`config.mk`:
```
export PLATFORM = sky130hd
export DESIGN_NAME = gha_ctrl
export DESIGN_NICKNAME = d
export VERILOG_FILES = /design/src/sv/gha_pkg.sv /design/src/sv/gha_ctrl.sv
export SDC_FILE = /design/constraint.sdc
export NUM_CORES = 1
export LEC_CHECK = 0
export CORE_AREA = 2 2 39 41
export CTS_CLUSTER_DIAMETER = 60
export DETAILED_ROUTE_END_ITERATION = 7
export DIE_AREA = 0 0 41 43
export DONT_BUFFER_PORTS = 1
export GPL_TIMING_DRIVEN = 0
export PLACE_DENSITY_LB_ADDON = 0.1
export SLEW_MARGIN = 20
export SYNTH_ARGS = -nofsm -noshare
export SYNTH_HDL_FRONTEND = slang
export SYNTH_SLANG_ARGS = --single-unit
```
`constraint.sdc`:
```
create_clock -name clk -period 2.4 [get_ports clk]
set_clock_uncertainty 0.15 [all_clocks]
set_input_delay 0.12 -clock clk [delete_from_list [all_inputs] [get_ports clk]]
set_output_delay 0.12 -clock clk [all_outputs]
set_load 0.02 [all_outputs]
```
`src/sv/gha_pkg.sv`:
```
// Shared types and constants for the generational handle allocator.
`timescale 1ns / 1ps

package gha_pkg;

  localparam int NUM_SLOTS = 256;
  localparam int SLOT_W    = 8;
  localparam int VER_W     = 16;
  localparam int CNT_W     = 9;

  typedef enum logic [1:0] {
    REQ_CREATE  = 2'd0,
    REQ_DESTROY = 2'd1,
    REQ_CHECK   = 2'd2,
    REQ_LOOKUP  = 2'd3
  } req_type_t;

  typedef struct packed {
    logic accept;
    logic fetch;
    logic exec;
  } cmd_t;

  typedef struct packed {
    logic need_fetch;
    logic out_free;
  } status_t;

endpackage

```
`src/sv/gha_ctrl.sv`:
```
// Sequencing state machine for the handle allocator.
`timescale 1ns / 1ps

module gha_ctrl (
  input  logic             clk,
  input  logic             rst_n,
  input  logic             in_valid,
  output logic             in_ready,
  input  gha_pkg::status_t status,
  output gha_pkg::cmd_t    cmd
);

  typedef enum logic [2:0] {
    S_IDLE  = 3'b001,
    S_FETCH = 3'b010,
    S_EXEC  = 3'b100
  } state_t;

  state_t state_r, state_nxt;

  always_comb begin
    state_nxt  = state_r;
    cmd        = '0;
    in_ready   = 1'b0;
    unique case (state_r)
      S_IDLE: begin
        in_ready   = 1'b1;
        cmd.accept = in_valid;
        if (in_valid) begin
          state_nxt = status.need_fetch ? S_FETCH : S_EXEC;
        end
      end
      S_FETCH: begin
        cmd.fetch = 1'b1;
        state_nxt = S_EXEC;
      end
      S_EXEC: begin
        if (status.out_free) begin
          cmd.exec  = 1'b1;
          state_nxt = S_IDLE;
        end
      end
      default: state_nxt = S_IDLE;
    endcase
  end

  always_ff @(posedge clk) begin
    if (!rst_n) begin
      state_r <= S_IDLE;
    end else begin
      state_r <= state_nxt;
    end
  end

endmodule

```
==> impl_metrics.xml <==
<?xml version="1.0" encoding="UTF-8"?>
<metrics>
  <group name="global_route">
    <metric name="first_global_vias" unit="">169</metric>
    <metric name="antenna_found_initial" unit="">0</metric>
    <metric name="global_routing_met3_resource_utilization" unit="">0.04188</metric>
    <metric name="grt_util_met2" unit="">0.07188</metric>
    <metric name="gr-usage-all-layers" unit="">0.06620</metric>
    <metric name="grt.busiest_layer" unit="">met4</metric>
    <metric name="grt_overflow_total" unit="">0</metric>
    <metric name="grt_max_degree" unit="">8</metric>
    <metric name="grt_use_met1" unit="">0.06410</metric>
    <metric name="grt_pass1_wl" unit="µm">696</metric>
  </group>
  <group name="cells_and_area">
    <metric name="leading_registers_by_flop_count" unit="">state_r x3</metric>
    <metric name="final_layout_size_suffix_gt1_frac" unit="">0.3000</metric>
    <metric name="areaGrowthSynthToFinish" unit="%">48.80</metric>
    <metric name="antenna_cells_inserted" unit="">0</metric>
    <metric name="layoutNonFillerInstCount" unit="">36</metric>
    <metric name="largest_register_ff_count" unit="">3</metric>
    <metric name="number_of_nets_in_the_finished_design" unit="">26</metric>
    <metric name="largest-register" unit="">state_r</metric>
  </group>
  <group name="routing">
    <metric name="detail_route.wl_per_cell" unit="µm">10.72</metric>
    <metric name="finalWirelength" unit="µm">386</metric>
    <metric name="antenna_violating_nets_post_route" unit="">0</metric>
    <metric name="drt_iter0_markers" unit="">1</metric>
    <metric name="detail_route.vias_per_cell" unit="">3.806</metric>
    <metric name="routed-via-count" unit="">137</metric>
    <metric name="drt_first_pass_iters" unit="">2</metric>
    <metric name="drc_errors_left" unit="">0</metric>
  </group>
  <group name="logic_synthesis">
    <metric name="synth.mux.area_fraction" unit="">0</metric>
    <metric name="dominant_combinational_cell_family_by_area_after_synthesis" unit="">simple AND/OR/NAND/NOR gates</metric>
    <metric name="syn_area" unit="µm²">156.4</metric>
    <metric name="yosysSeqAreaShare" unit="">0.3840</metric>
    <metric name="syn_inst" unit="">13</metric>
    <metric name="netlist-cell-type-count" unit="">9</metric>
    <metric name="yosys_register_bits" unit="">3</metric>
    <metric name="synth-xor-area-share" unit="">0</metric>
    <metric name="synth_area_per_cell" unit="µm²">12.03</metric>
    <metric name="yosys_warnings" unit="">0</metric>
    <metric name="post_synth_and_or_nand_nor_area_fraction" unit="">0.5040</metric>
    <metric name="synthAdderAreaFrac" unit="">0</metric>
    <metric name="synth.net_count" unit="">18</metric>
    <metric name="share_of_the_synthesized_area_in_compound_gates_ao_oa_aoi_oai" unit="">0.1120</metric>
  </group>
  <group name="cts">
    <metric name="clk_pin_slew_worst_paths" unit="ns">0.03</metric>
    <metric name="htreeDepth" unit="">1</metric>
    <metric name="tritoncts" unit="">done</metric>
    <metric name="clock_path_buffers" unit="">2</metric>
    <metric name="cts_bufs_inserted" unit="">3</metric>
    <metric name="post-cts-setup-buffers" unit="">0</metric>
    <metric name="clock_sinks" unit="">3</metric>
    <metric name="root_buffer" unit="">clkbuf_4</metric>
    <metric name="clock_insertion_delay_worst_skew" unit="ns">0.23</metric>
  </group>
  <group name="timing">
    <metric name="slew-limit-headroom" unit="">0.5482</metric>
    <metric name="worst_pin_slew" unit="ns">0.6762</metric>
    <metric name="grt_setup_unrepaired" unit="">false</metric>
    <metric name="setup_violations" unit="">0</metric>
    <metric name="timing.final.crit_share" unit="">0.7699</metric>
    <metric name="final.min_clock_period" unit="ns">1.848</metric>
    <metric name="final_hold_fails" unit="">0</metric>
    <metric name="report.final.slew_viol_count" unit="">0</metric>
    <metric name="achievable-frequency" unit="GHz">0.5412</metric>
    <metric name="final_total_negative_setup_slack" unit="ns">0</metric>
  </group>
  <group name="worst_hold_path">
    <metric name="hold_depth" unit="">2</metric>
    <metric name="hold_path_class" unit="">in -&gt; reg</metric>
    <metric name="timing.hold.worst.start" unit="">in_valid</metric>
  </group>
  <group name="power">
    <metric name="internal_power" unit="µW">128.1</metric>
    <metric name="p_switching" unit="µW">41.41</metric>
    <metric name="power.share.combinational" unit="">0.142</metric>
    <metric name="p_per_area" unit="nW/µm²">728.2</metric>
    <metric name="power.share.switching" unit="">0.2443</metric>
    <metric name="static-leakage-power" unit="nW">0.08456</metric>
    <metric name="power.sequential.fraction" unit="">0.348</metric>
    <metric name="max-vdd-ir-drop" unit="µV">156.2</metric>
    <metric name="share_clk_of_total_power" unit="">0.510</metric>
  </group>
  <group name="setup_path">
    <metric name="rr_worst_depth" unit="">3</metric>
    <metric name="criticalPathCategory" unit="">reg -&gt; reg</metric>
    <metric name="crit_end_category" unit="">flip-flop</metric>
    <metric name="crit_slowest_cell" unit="">dlygate4sd3_1</metric>
    <metric name="timing.critical_path.cells" unit="">nor3b_2, o31ai_1, dlygate4sd3_1</metric>
    <metric name="cp_max_fo" unit="">7</metric>
    <metric name="critical_path.max_stage_delay" unit="ns">0.56</metric>
    <metric name="crit_arrival" unit="ns">1.81</metric>
    <metric name="worstReg2RegStart" unit="">state_r[1]$_SDFFE_PN0P_</metric>
    <metric name="cp_data_required_time" unit="ns">2.36</metric>
    <metric name="crit_path_start" unit="">state_r[1]$_SDFFE_PN0P_</metric>
    <metric name="cp-start-kind" unit="">flip-flop</metric>
  </group>
  <group name="placed_design">
    <metric name="placed_cells_incl_taps" unit="">29</metric>
    <metric name="globalplace.congestion" unit="">0.5745</metric>
    <metric name="port_buffers" unit="">0</metric>
  </group>
  <group name="die">
    <metric name="rows" unit="">14</metric>
    <metric name="fp.dieH" unit="µm">43</metric>
    <metric name="design.die.area" unit="µm²">1763</metric>
    <metric name="design.portCount" unit="">9</metric>
    <metric name="die-width" unit="µm">41</metric>
    <metric name="initial_core_util" unit="">0.1130</metric>
    <metric name="core_region_area" unit="µm²">1384</metric>
  </group>
  <group name="run">
    <metric name="cap_violations" unit="">0</metric>
  </group>
  <group name="status">
    <metric name="status" unit="">finished clean</metric>
  </group>
</metrics>
-- cell type report --
| cell class | count | area (µm²) |
|---|---|---|
| clock buffer | 4 | 26.28 |
| fill | 151 | 1151 |
| multi-input combinational | 10 | 96.34 |
| sequential | 3 | 60.06 |
| tap | 16 | 20.02 |
| timing repair buffer | 3 | 30.03 |
-- Yosys cell counts --
cell / number / area [µm²]
and3_1: 1 / 6.260
or4b_1: 1 / 10.01
dfxtp_1: 3 / 60.06
nor4b_1: 2 / 17.52
nor3b_1: 1 / 7.510
and4bb_2: 2 / 25.02
o311a_1: 1 / 10.01
nor3b_2: 1 / 12.51
o31ai_1: 1 / 7.510
-- timing repair --
item	CTS	global route
hold buffers	3	0
endpoints found under the hold margin	3	0
endpoints found under the setup margin	0	0
resized for setup	0	0
-- logic make-up after synthesis --
| kind of cell | after synthesis |
|---|---|
| simple gates | 8 |
| flops | 3 |
| compound gates | 2 |
-- final timing paths --
path | endpoint | slack [ns]
worst max register to register | state_r[0]$_SDFFE_PN1P_ | 0.55
worst min register to register | state_r[2]$_SDFFE_PN0P_ | 0.57
worst min-delay path | state_r[2]$_SDFFE_PN0P_ | 0.02
worst max-delay path | state_r[0]$_SDFFE_PN1P_ | 0.55
-- per-layer routing --
metal,part of all wire,vias to the layer above
li1,-,70
met1,0.40,61
met2,0.48,6
met3,0.11,0
met4,0,0
met5,0,-
-- per-stage QoR --
| stage | hold slack [ns] | area (µm²) | util | setup slack [ns] | total power, mW |
|---|---|---|---|---|---|
| floorplan | 0.04108 | 156.4 | - | 1.180 | 0.07613 |
| global placement | 0.05110 | 176.4 | 0.1275 | 1.075 | 0.07999 |
| detailed placement | 0.04863 | 176.4 | 0.1275 | 1.089 | 0.07932 |
| CTS | 0.008809 | 232.7 | 0.1682 | 0.5593 | 0.1755 |
| global route | 0.03066 | 232.7 | 0.1682 | 0.4319 | 0.1831 |
| finish | 0.01734 | 232.7 | 0.1682 | 0.5523 | 0.1695 |
-- cells in the final DEF, fill, tap and decap left out, drive strengths merged --
cell,Yosys,layout
o311a,1,1
and4bb,2,2
dlygate4sd3,0,3
clkbuf,0,4
dfxtp,3,3
or4b,1,1
nor4b,2,2
nor3b,2,2
o31ai,1,1
and3,1,1
-- critical path: cells and delay by family (launching register included) --
kind | cells | cell delay, ns
AO/OA/AOI/OAI | 1 | 0.14
buffers and inverters | 1 | 0.56
flip-flops | 1 | 0.40
AND/OR/NAND/NOR | 1 | 0.48
-- power groups by stage --
stage | sequential [mW] | clock [mW] | combinational, mW
6_report | 0.0590 | 0.0864 | 0.0241
5_1_grt | 0.0598 | 0.0970 | 0.0263
4_1_cts | 0.0589 | 0.0923 | 0.0243
3_5_place_dp | 0.0597 | 0 | 0.0196
3_3_place_gp | 0.0602 | 0 | 0.0198
2_1_floorplan | 0.0583 | 0 | 0.0179
No activity file was read; power rests on OpenSTA's default activity.
